$ cat src/rtl/spq_pkg.sv
// ----------------------------------------------------------------------------
// spq_pkg
// Types and constants shared by the stable priority queue and its cells.
// ----------------------------------------------------------------------------
package spq_pkg;

    localparam int SPQ_DEPTH = 16;

    typedef logic [1:0] kind_t;
    localparam kind_t KIND_INSERT = 2'd0;
    localparam kind_t KIND_POP    = 2'd1;
    localparam kind_t KIND_CLEAR  = 2'd2;

    typedef logic [1:0] status_t;
    localparam status_t ST_OK    = 2'd0;
    localparam status_t ST_EMPTY = 2'd1;
    localparam status_t ST_FULL  = 2'd2;

    typedef struct packed {
        logic [1:0]  lvl_code;
        logic [6:0]  age;
        logic [15:0] tag;
    } entry_t;

    typedef enum logic [1:0] {
        CELL_HOLD,
        CELL_INSERT,
        CELL_SHIFT
    } cell_op_t;

    typedef struct packed {
        cell_op_t op;
        entry_t   entry;
    } cell_cmd_t;

    typedef struct packed {
        kind_t       kind;
        logic [2:0]  level;
        logic [6:0]  age;
        logic [15:0] tag;
    } req_beat_t;

    typedef struct packed {
        status_t     status;
        logic [2:0]  out_level;
        logic [6:0]  out_age;
        logic [15:0] out_tag;
        logic [4:0]  occupancy;
    } rsp_beat_t;

    function automatic logic [1:0] level_to_code(input logic [2:0] level);
        logic [1:0] code;
        if (level == 3'd0)
        begin
            code = 2'd0;
        end
        else if (level > 3'd4)
        begin
            code = 2'd3;
        end
        else
        begin
            code = 2'(level - 3'd1);
        end
        return code;
    endfunction

endpackage

$ cat src/rtl/stable_priority_queue.sv
// The response to an accepted request beat is registered and valid in the next cycle.
// Throughput: one request beat per cycle while the response side is not stalled.
// Insert and pop are done by the row of cells in parallel.
// Reset clears the entry count and the response valid; cell contents are not reset.
// ----------------------------------------------------------------------------
// stable_priority_queue
// Four-level priority queue, FIFO within a level, built as a sorted row of cells.
// ----------------------------------------------------------------------------
module stable_priority_queue
    import spq_pkg::*;
#(
    parameter int QUEUE_DEPTH = SPQ_DEPTH
)
(
    input  logic      clk,
    input  logic      rst_n,
    input  logic      req_valid,
    output logic      req_stall,
    input  req_beat_t req,
    output logic      rsp_valid,
    input  logic      rsp_stall,
    output rsp_beat_t rsp
);

    localparam int CntW = $clog2(QUEUE_DEPTH + 1);

    logic [CntW-1:0] count_reg;
    logic [CntW-1:0] count_next;
    logic            rsp_valid_reg;
    logic            rsp_valid_next;
    rsp_beat_t       rsp_reg;
    rsp_beat_t       rsp_next;

    logic            accept;
    logic            full;
    logic            empty;
    cell_cmd_t       cmd;

    entry_t          cell_entry [QUEUE_DEPTH];
    logic            cell_keep  [QUEUE_DEPTH];
    logic            cell_occ   [QUEUE_DEPTH];

    assign req_stall = rsp_valid_reg && rsp_stall;
    assign accept    = req_valid && !req_stall;
    assign full      = (count_reg == CntW'(QUEUE_DEPTH));
    assign empty     = (count_reg == '0);

    always_comb
    begin
        cmd.entry.lvl_code = level_to_code(req.level);
        cmd.entry.age      = req.age;
        cmd.entry.tag      = req.tag;
        cmd.op             = CELL_HOLD;
        count_next         = count_reg;
        rsp_next           = '0;
        rsp_next.status    = ST_OK;
        if (accept)
        begin
            unique case (req.kind)
                KIND_INSERT:
                begin
                    if (full)
                    begin
                        rsp_next.status = ST_FULL;
                    end
                    else
                    begin
                        cmd.op     = CELL_INSERT;
                        count_next = count_reg + 1'b1;
                    end
                end
                KIND_POP:
                begin
                    if (empty)
                    begin
                        rsp_next.status = ST_EMPTY;
                    end
                    else
                    begin
                        cmd.op             = CELL_SHIFT;
                        count_next         = count_reg - 1'b1;
                        rsp_next.out_level = {1'b0, cell_entry[0].lvl_code} + 3'd1;
                        rsp_next.out_age   = cell_entry[0].age;
                        rsp_next.out_tag   = cell_entry[0].tag;
                    end
                end
                KIND_CLEAR:
                begin
                    count_next = '0;
                end
                default:
                begin
                    count_next = count_reg;
                end
            endcase
        end
        rsp_next.occupancy = 5'(count_next);
        rsp_valid_next     = accept ? 1'b1 : (rsp_valid_reg && rsp_stall);
    end

    genvar i;
    generate
        for (i = 0; i < QUEUE_DEPTH; i++)
        begin : g_cell
            entry_t left_entry;
            logic   left_keep;
            entry_t right_entry;

            assign cell_occ[i] = (CntW'(i) < count_reg);

            if (i == 0)
            begin : g_head
                assign left_entry = '0;
                assign left_keep  = 1'b1;
            end
            else
            begin : g_body
                assign left_entry = cell_entry[i-1];
                assign left_keep  = cell_keep[i-1];
            end

            if (i == QUEUE_DEPTH - 1)
            begin : g_tail
                assign right_entry = '0;
            end
            else
            begin : g_inner
                assign right_entry = cell_entry[i+1];
            end

            spq_cell u_cell (
                .clk         (clk),
                .cmd         (cmd),
                .occ         (cell_occ[i]),
                .left_entry  (left_entry),
                .left_keep   (left_keep),
                .right_entry (right_entry),
                .entry       (cell_entry[i]),
                .keep        (cell_keep[i])
            );
        end
    endgenerate

    always_ff @(posedge clk or negedge rst_n)
    begin
        if (!rst_n)
        begin
            count_reg     <= '0;
            rsp_valid_reg <= 1'b0;
        end
        else
        begin
            count_reg     <= count_next;
            rsp_valid_reg <= rsp_valid_next;
        end
    end

    always_ff @(posedge clk)
    begin
        if (accept)
        begin
            rsp_reg <= rsp_next;
        end
    end

    assign rsp_valid = rsp_valid_reg;
    assign rsp       = rsp_reg;

    a_count_bound: assert property (@(posedge clk) disable iff (!rst_n)
        count_reg <= CntW'(QUEUE_DEPTH))
        else $error("entry count above depth");

    a_clear_empties: assert property (@(posedge clk) disable iff (!rst_n)
        accept && req.kind == KIND_CLEAR |=> count_reg == '0)
        else $error("clear left entries");

    a_pop_level: assert property (@(posedge clk) disable iff (!rst_n)
        accept && req.kind == KIND_POP && !empty |=> rsp_valid && rsp.out_level != 3'd0
            && rsp.status == ST_OK)
        else $error("pop of held entry gave no level");

    a_idle_count: assert property (@(posedge clk) disable iff (!rst_n)
        !accept |=> $stable(count_reg))
        else $error("count moved without a beat");

    a_full_drop: assert property (@(posedge clk) disable iff (!rst_n)
        accept && req.kind == KIND_INSERT && full |=> rsp.status == ST_FULL
            && $stable(count_reg))
        else $error("insert into full queue not dropped");

endmodule

$ cat src/rtl/spq_cell.sv
// ----------------------------------------------------------------------------
// spq_cell
// One slot of the sorted queue: holds, takes the new entry, or takes a
// neighbor's entry, all from a broadcast command.
// ----------------------------------------------------------------------------
module spq_cell
    import spq_pkg::*;
(
    input  logic      clk,
    input  cell_cmd_t cmd,
    input  logic      occ,
    input  entry_t    left_entry,
    input  logic      left_keep,
    input  entry_t    right_entry,
    output entry_t    entry,
    output logic      keep
);

    entry_t entry_reg;
    entry_t entry_next;

    assign keep  = occ && (entry_reg.lvl_code <= cmd.entry.lvl_code);
    assign entry = entry_reg;

    always_comb
    begin
        entry_next = entry_reg;
        unique case (cmd.op)
            CELL_INSERT:
            begin
                if (!keep)
                begin
                    entry_next = left_keep ? cmd.entry : left_entry;
                end
            end
            CELL_SHIFT:
            begin
                entry_next = right_entry;
            end
            default:
            begin
                entry_next = entry_reg;
            end
        endcase
    end

    always_ff @(posedge clk)
    begin
        entry_reg <= entry_next;
    end

endmodule
$ cat config.mk
export PLATFORM = sky130hd
export DESIGN_NAME = stable_priority_queue
export DESIGN_NICKNAME = d
export VERILOG_FILES = /design/src/rtl/spq_pkg.sv /design/src/rtl/stable_priority_queue.sv /design/src/rtl/spq_cell.sv
export SDC_FILE = /design/constraint.sdc
export NUM_CORES = 1
export LEC_CHECK = 0
export BUFFER_PORTS_ARGS = -buffer_cell sky130_fd_sc_hd__buf_2
export CAP_MARGIN = 30
export CORE_MARGIN = 2
export CORE_UTILIZATION = 60
export CTS_CLUSTER_SIZE = 14
export DETAILED_ROUTE_END_ITERATION = 7
export PLACE_DENSITY = 0.74
export SLEW_MARGIN = 40
export SYNTH_ARGS = -nofsm -noshare
export SYNTH_HDL_FRONTEND = slang
export SYNTH_HIERARCHICAL = 1
export SYNTH_SLANG_ARGS = --single-unit
$ cat constraint.sdc
create_clock -name clk -period 8.6 [get_ports clk]
set_input_delay 0.43 -clock clk [delete_from_list [all_inputs] [get_ports clk]]
set_output_delay 0.43 -clock clk [all_outputs]
set_load 0.03 [all_outputs]
# Yosys cells after proc, flatten, opt, wreduce, memory -nomap -nowiden
# Index checks and enable logic that the tools add are counted.
dict set report op_classes {
  magnitude_cmp 33
  n_mux 61
  eq_ne 21
  n_addsub 4
  reduce_logical 40
  bitwise 1
}
# cell n
set op_table {}
lappend op_table {{$pmux 25 s2} 16}
lappend op_table {{$mux 25} 31}
lappend op_table {{$lt 4x5->1 const A} 8}
lappend op_table {{$le 2x2->1} 16}
lappend op_table {{$ne 2x2->1 const B} 16}
lappend op_table {{$reduce_and 2->1} 16}
lappend op_table {{$lt 3x5->1 const A} 4}
lappend op_table {{$logic_and 1x1->1} 18}
lappend op_table {{$mux 5} 3}
lappend op_table {{$pmux 5 s3} 1}
lappend op_table {{$lt 1x5->1 const A} 2}
lappend op_table {{$lt 2x5->1 const A} 2}
lappend op_table {{$mux 2} 5}
lappend op_table {{$pmux 2 s2} 2}
lappend op_table {{$add 5x1->5 const B} 1}
lappend op_table {{$eq 5x5->1 const B} 1}
lappend op_table {{$logic_not 5->1} 1}
lappend op_table {{$sub 5x1->5 const B} 1}
lappend op_table {{$eq 2x1->1 const B} 2}
lappend op_table {{$eq 2x2->1 const B} 2}
lappend op_table {{$add 2x1->3 const B} 1}
lappend op_table {{$gt 3x3->1 const B} 1}
lappend op_table {{$logic_not 3->1} 1}
lappend op_table {{$mux 1} 3}
lappend op_table {{other kinds (6)} 6}
dict set report totals {
  output_inout_bits 35
  register_bits 439
}

# Longest topological paths before layout
# Gate-level depths: netlist of run 1.
dict set report depth {
  ltp_word 8
  mapped_depth 14
}

# Modules after synthesis
# Netlist of run 1, hierarchy kept.
# module area_each_um2 instances seq_area_each_um2 cells_per_inst
set modules_own_cells {}
lappend modules_own_cells {spq_cell 1462.7 16 750.7 123}
lappend modules_own_cells {stable_priority_queue 1839.3 1 1141.1 153}

# Worst setup path after synthesis of run 1
# Ideal clock, no wire load.
dict set report synth_timing {
  kind {register -> register}
  start {register rsp_valid_reg (netlist: rsp_valid)}
  end {register g_cell[0].u_cell.entry_reg (netlist bit g_cell[0].u_cell/entry[0]), enable pin}
  setup_time_ps 382
  t_arrival_ps 6460
  n_path_buf 0
  stages_incl_launch_ff 6
  setup_slack_ps 1758
  required_ps 8218
  cell_sequence {dfrtp_1 > a21boi_1 > nand2_1 > nor2_1 > o2111ai_1 > nand2_1}
}
# item line_no
set synth_rtl {}
lappend synth_rtl {{from (decl)} stable_priority_queue.sv:29} ;# logic rsp_valid_reg;
lappend synth_rtl {{from (signal assigned)} stable_priority_queue.sv:154} ;# rsp_valid_reg <= rsp_valid_next;
lappend synth_rtl {{to (signal assigned)} spq_cell.sv:49} ;# entry_reg <= entry_next;
lappend synth_rtl {{to (decl)} spq_cell.sv:19} ;# entry_t entry_reg;

==> results.py, run 1 <==
metrics = {
    "run_status": {
        "status": "completed",
    },
    "logic_synthesis": {
        "synth_area_per_cell_um2": 11.9,
        "syn-instance-count": 2119,
        "synth.cell_area_um2": 25200,
        "yosysWarningCount": 6,
    },
    "detailed_routing": {
        "drtIter0Drc": 1667,
        "drtAntennaViolNets": 0,
        "via_count": 16900,
        "drtPass1Iterations": 7,
        "drt_wl_total_mm": 67.3,
        "post_drt_wl_per_cell_um": 24.4,
        "via_per_inst": 6.14,
        "drc": 0,
    },
    "layout": {
        "largest_reg_flops": 400,
        "area_growth_pct": 6.28,
        "nNetsFinal": 2249,
        "drive_gt1_share_pct": 15.6,
        "final_cells": 2755,
        "multi_input_area_um2": 10200,
        "seq_area_um2": 13200,
        "fill_cells": 3225,
    },
    "sta": {
        "tightest_slew_ns": 0.805,
        "report.final.slew_viol_count": 0,
        "timing.fmax_mhz": 270,
        "skew_ns": 0.0183,
        "finalSetupViolCount": 0,
        "final.period_utilization_pct": 43.1,
        "final.setup.tns_ns": 0,
        "period_minus_slack_ns": 3.71,
        "rsz0062_at_grt": "no",
        "slew_headroom_pct": 46.3,
        "hold_viol": 0,
    },
    "critical_path": {
        "crit_required_ns": 8.81,
        "cp_max_fo": 51,
        "startpoint": "rsp_valid$_DFF_PN0_",
        "setup.worst_path.end_class": "flop",
        "path_class": "reg2reg",
        "start_kind": "flop",
        "r2r-start": "rsp_valid$_DFF_PN0_",
        "crit_arrival_ns": 3.91,
    },
    "power_and_ir_drop": {
        "leakage_nw": 9.08,
        "p_total_mw": 7.78,
        "ir_drop_mv": 0.185,
        "p_per_area_nw_per_um2": 290,
    },
    "clocking": {
        "cts-root-buf": "clkbuf_16",
        "cts-buffers-inserted": 46,
        "clk_latency_ns": 0.59,
        "clockBufferDepth": 3,
        "cts_hold_buf": 1,
        "tritoncts": "built",
        "post_cts_resized": 0,
        "cts_htree_levels": 2,
        "cts_sinks": 439,
        "clkTransAtPathRegs_ns": 0.06,
        "cts_setup_buffers": 0,
    },
    "floorplanning": {
        "fp.dieH_um": 209,
        "start_util_pct": 60.4,
        "core_um2": 41800,
        "die_w_um": 209,
        "pin_count": 67,
        "rows": 75,
        "dieArea_um2": 43700,
    },
    "global_route": {
        "track_usage_pct": 30.7,
        "grt_pass1_wl_mm": 100,
        "grt_pass1_vias": 17200,
        "grt_overflow": 0,
        "antenna_found_initial": 0,
        "grt_max_degree": 52,
    },
    "flow_run": {
        "cap_violations": 0,
    },
    "placed_design": {
        "numPortBuffers": 66,
        "placed_cells": 2669,
        "dp_hpwl_mm": 47.1,
        "gp_congestion": 0.882,
    },
    "min_path": {
        "hp-class": "in2reg",
        "hp-start": "req_valid",
    },
}
## metrics by stage
stage | worst slack, ns | cell area, µm² | util (%) | hold slack [ns]
2_1_floorplan | 1.76 | 25400 | - | 0.134
3_3_place_gp | 4.19 | 24700 | 59.2 | 0.261
3_5_place_dp | 4.77 | 25300 | 60.5 | 0.262
4_1_cts | 4.86 | 26800 | 64.2 | 0.0427
5_1_grt | 4.59 | 26800 | 64.2 | 0.0671
6_report | 4.89 | 26800 | 64.2 | 0.0720
## critical path, stage by stage, from the launching register on
cell	delay, ns
dfrtp_1	0.42
a21boi_4	0.16
buf_4	0.38
nand2_1	0.35
nor2_4	0.19
buf_4	0.47
nor2b_4	0.24
buf_4	0.46
nor2_1	0.12
nand2_2	0.50
## worst paths after layout
kind                                                         endpoint  slack [ns]  depth (start not counted)
min in group asynchronous                      count_reg[3]$_DFF_PN0_        0.19                          2
worst max-delay path             g_cell[4].u_cell/entry[14]$_DFFE_PP_        4.89                          9
worst max register to register   g_cell[4].u_cell/entry[14]$_DFFE_PP_        4.89                          9
max in group asynchronous                         rsp_valid$_DFF_PN0_        8.25                          2
worst min-delay path                              rsp_valid$_DFF_PN0_        0.07                          2
worst min register to register  g_cell[14].u_cell/entry[22]$_DFFE_PP_        0.53                          2
## metal layers
| layer | vias up | track usage (%) | wire, µm |
|---|---|---|---|
| met4 | 0 | 16.9 | 3920 |
| met2 | 747 | 52.1 | 33000 |
| met5 | - | 0 | 0 |
| met1 | 8193 | 36.7 | 25200 |
| li1 | 7771 | - | - |
| met3 | 209 | 6.43 | 5170 |
## area by class of cell
| cell class | instances | share of cell area [%] |
|---|---|---|
| Timing Repair Buffer | 111 | 3.74 |
| Inverter | 56 | 0.784 |
| Clock buffer | 56 | 4.67 |
| Clock inverter | 28 | 1.07 |
| Sequential cell | 439 | 49.1 |
| Multi-Input combinational cell | 1525 | 38.2 |
| Antenna cell | 1 | 0.00933 |
| Tap cell | 539 | 2.52 |
## power by group
group | total (mW) | internal [mW] | switching, mW
registers | 3.17 | 2.92 | 0.251
logic | 2.55 | 1.04 | 1.51
clock network | 2.07 | 1.21 | 0.852
total | 7.78 | 5.17 | 2.61
## placed cells by master, fill, tap and decap left out, types with 8 or more instances in the layout
cell and count:
o21ai_0 39, edfxtp_1 433, mux2i_1 400, clkbuf_16 49, and2_1 43, o21ai_2 129
buf_2 66, nand2_2 16, conb_1 51, clkinv_2 8, buf_16 13, o2111ai_1 16
nor2b_1 16, nor3b_1 16, clkinv_1 11, inv_1 56, buf_4 21, o21ai_1 256
ha_1 38, nor2b_4 16, nor2_1 23, nand2_1 432, buf_8 9
(Power assumes the default switching activity.)
==> run 2: changes to the inputs <==
--- a/config.mk
+++ b/config.mk
@@ -5,13 +5,14 @@
 export SDC_FILE = /design/constraint.sdc
 export NUM_CORES = 1
 export LEC_CHECK = 0
+export ABC_AREA = 1
 export BUFFER_PORTS_ARGS = -buffer_cell sky130_fd_sc_hd__buf_2
 export CAP_MARGIN = 30
 export CORE_MARGIN = 2
-export CORE_UTILIZATION = 60
+export CORE_UTILIZATION = 58
 export CTS_CLUSTER_SIZE = 14
 export DETAILED_ROUTE_END_ITERATION = 7
-export PLACE_DENSITY = 0.74
+export PLACE_DENSITY = 0.75
 export SLEW_MARGIN = 40
 export SYNTH_ARGS = -nofsm -noshare
 export SYNTH_HDL_FRONTEND = slang
==> constraint.sdc (replaced) <==
create_clock -name clk -period 3.1 [get_ports clk]
set_input_delay 0.155 -clock clk [delete_from_list [all_inputs] [get_ports clk]]
set_output_delay 0.155 -clock clk [all_outputs]
set_load 0.03 [all_outputs]
==> results.py, run 2 <==
metrics = {
    "clocking": {
        "cts-root-buf": "clkbuf_16",
        "cts-buffers-inserted": 47,
        "clockBufferDepth": 3,
        "cts_sinks": 439,
        "cts_htree_levels": 2,
        "clk_latency_ns": 0.58,
        "clkTransAtPathRegs_ns": 0.06,
        "tritoncts": "built",
        "cts_setup_buffers": 0,
    },
    "global_route": {
        "grt_pass1_wl_mm": 105,
        "grt_pass1_vias": 19200,
        "grt_overflow": 0,
        "grt_max_degree": 51,
        "track_usage_pct": 27.9,
        "antenna_found_initial": 2,
    },
    "sta": {
        "hold_viol": 0,
        "final.setup.tns_ns": 0,
        "timing.fmax_mhz": 348,
        "tightest_slew_ns": 0.803,
        "finalSetupViolCount": 0,
        "fin_ws_ns": 0.229,
        "report.final.slew_viol_count": 0,
        "slew_headroom_pct": 46.3,
        "rsz0062_at_grt": "no",
        "period_minus_slack_ns": 2.87,
        "skew_ns": 0.0114,
        "final.period_utilization_pct": 92.6,
    },
    "critical_path": {
        "cpMaxStageDelayCell": "nand2_2",
        "start_kind": "flop",
        "crit_arrival_ns": 3.07,
        "slowest_delay_ns": 0.59,
        "cp_cell_sequence": "inv_1, ha_1, nand3_1, nand2_1, nor2_2, buf_4, inv_2, nor2_1, nand2_1, nand2_2",
        "r2r_setup_slack_ns": 0.23,
        "cp_max_fo": 25,
        "crit_required_ns": 3.30,
        "cpMostUsedCell": "nand2_1",
        "path_class": "reg2reg",
        "setup.worst_path.end_class": "flop",
    },
    "layout": {
        "largest_reg_flops": 400,
        "drive_gt1_share_pct": 32.3,
        "area_growth_pct": 6.64,
        "fill_cells": 3632,
        "final_cells": 3337,
        "final_common_cell": "nand2_1",
        "nNetsFinal": 2770,
        "final_cell_mix": "nand2_1 (607), nor2_1 (454), edfxtp_1 (433), nand2_2 (352), a31oi_2 (320)",
    },
    "detailed_routing": {
        "drc": 0,
        "drt_wl_total_mm": 66.0,
        "via_per_inst": 5.76,
        "drtPass1Iterations": 6,
        "via_count": 19200,
        "drtIter0Drc": 1687,
        "drtAntennaViolNets": 0,
        "post_drt_wl_per_cell_um": 19.8,
    },
    "placed_design": {
        "dp_hpwl_mm": 44.8,
        "numPortBuffers": 66,
        "pre_cts_slack_ns": 0.219,
        "placed_cells": 3245,
        "gp_congestion": 0.841,
    },
    "flow_run": {
        "cap_violations": 0,
    },
    "power_and_ir_drop": {
        "ir_drop_mv": 0.486,
        "leakage_nw": 10.8,
        "p_per_area_nw_per_um2": 664,
    },
    "min_path": {
        "hp-class": "in2reg",
    },
    "floorplanning": {
        "rows": 78,
        "pin_count": 67,
        "core_um2": 45600,
        "die_w_um": 219,
        "dieArea_um2": 48100,
        "start_util_pct": 59.0,
        "fp.dieH_um": 219,
    },
    "logic_synthesis": {
        "synth.cell_area_um2": 26900,
        "syn-instance-count": 2650,
        "synth_area_per_cell_um2": 10.1,
        "yosysWarningCount": 6,
    },
    "run_status": {
        "status": "completed",
    },
}
## run 2: cell types whose count changed in the layout (fill, tap and decap cells not counted), sizes merged, moves of 10 or more
| cell | delta |
|---|---|
| a31oi | +401 |
| o21ai | -414 |
| mux2i | -400 |
| nand2 | +512 |
| inv | +99 |
| o2111ai | -16 |
| nor2b | -32 |
| nor3b | -16 |
| nor2 | +432 |
| and2 | -43 |
| nand3 | +10 |
## run 2: power breakdown
group	internal, mW	switching, mW	total (mW)
logic	2.13	3.68	5.81
registers	7.53	0.395	7.92
clock network	2.94	2.36	5.30
total	12.6	6.43	19.0
## run 2: metal layers
metal | share of wire [%] | vias up | track usage, %
met5 | 0 | - | 0
met4 | 3.2 | 0 | 10.7
met3 | 6.9 | 135 | 3.34
met2 | 49 | 751 | 47.6
met1 | 41 | 9248 | 36.3
li1 | - | 9095 | -
## run 2: critical path, delay by kind of cell (launching register included)
| kind | cells | cell delay, ns |
|---|---|---|
| adders and majority gates | 1 | 0.27 |
| buffers and inverters | 3 | 0.60 |
| DFF | 1 | 0.52 |
| and+or+nand+nor | 6 | 1.09 |
## run 2: through the flow
step	util [%]	hold WS, ns	instance area (µm²)	power [mW]
after floorplan	-	-0.141	27100	13.2
after global placement	59.7	-0.0105	27200	13.5
after detailed placement	59.7	-0.0123	27200	13.8
after CTS	62.9	0.0130	28600	19.0
after global routing	62.9	0.0682	28700	19.9
final	62.9	0.0509	28700	19.0
## run 2: cell type report
class | count | area, µm² | area share (%)
Antenna cell | 2 | 5.00 | 0.0175
Clock buffer | 56 | 1250 | 4.37
Clock inverter | 28 | 144 | 0.502
Inverter | 156 | 706 | 2.46
Multi-Input combinational cell | 1939 | 11600 | 40.5
Sequential cell | 439 | 13200 | 45.9
Tap cell | 600 | 751 | 2.62
Timing Repair Buffer | 117 | 1040 | 3.63
## run 2: path summary, 6_finish.rpt
check                      cells past startpoint                                  from                              endpoint
max in group asynchronous                      3                                 rst_n                count_reg[3]$_DFF_PN0_
min reg2reg                                    2  g_cell[15].u_cell/entry[1]$_DFFE_PP_  g_cell[14].u_cell/entry[1]$_DFFE_PP_
max                                           10                count_reg[1]$_DFF_PN0_   g_cell[1].u_cell/entry[9]$_DFFE_PP_
min in group asynchronous                      3                                 rst_n                   rsp_valid$_DFF_PN0_
min                                            5                               req[27]                count_reg[2]$_DFF_PN0_
max reg2reg                                   10                count_reg[1]$_DFF_PN0_   g_cell[1].u_cell/entry[9]$_DFFE_PP_
## run 2: what timing repair did
action                                  in CTS  in global routing
endpoints found under the setup margin       0                  4
hold buffers                                 6                  0
endpoints found under the hold margin        9                  0
resized for setup                            0                  1
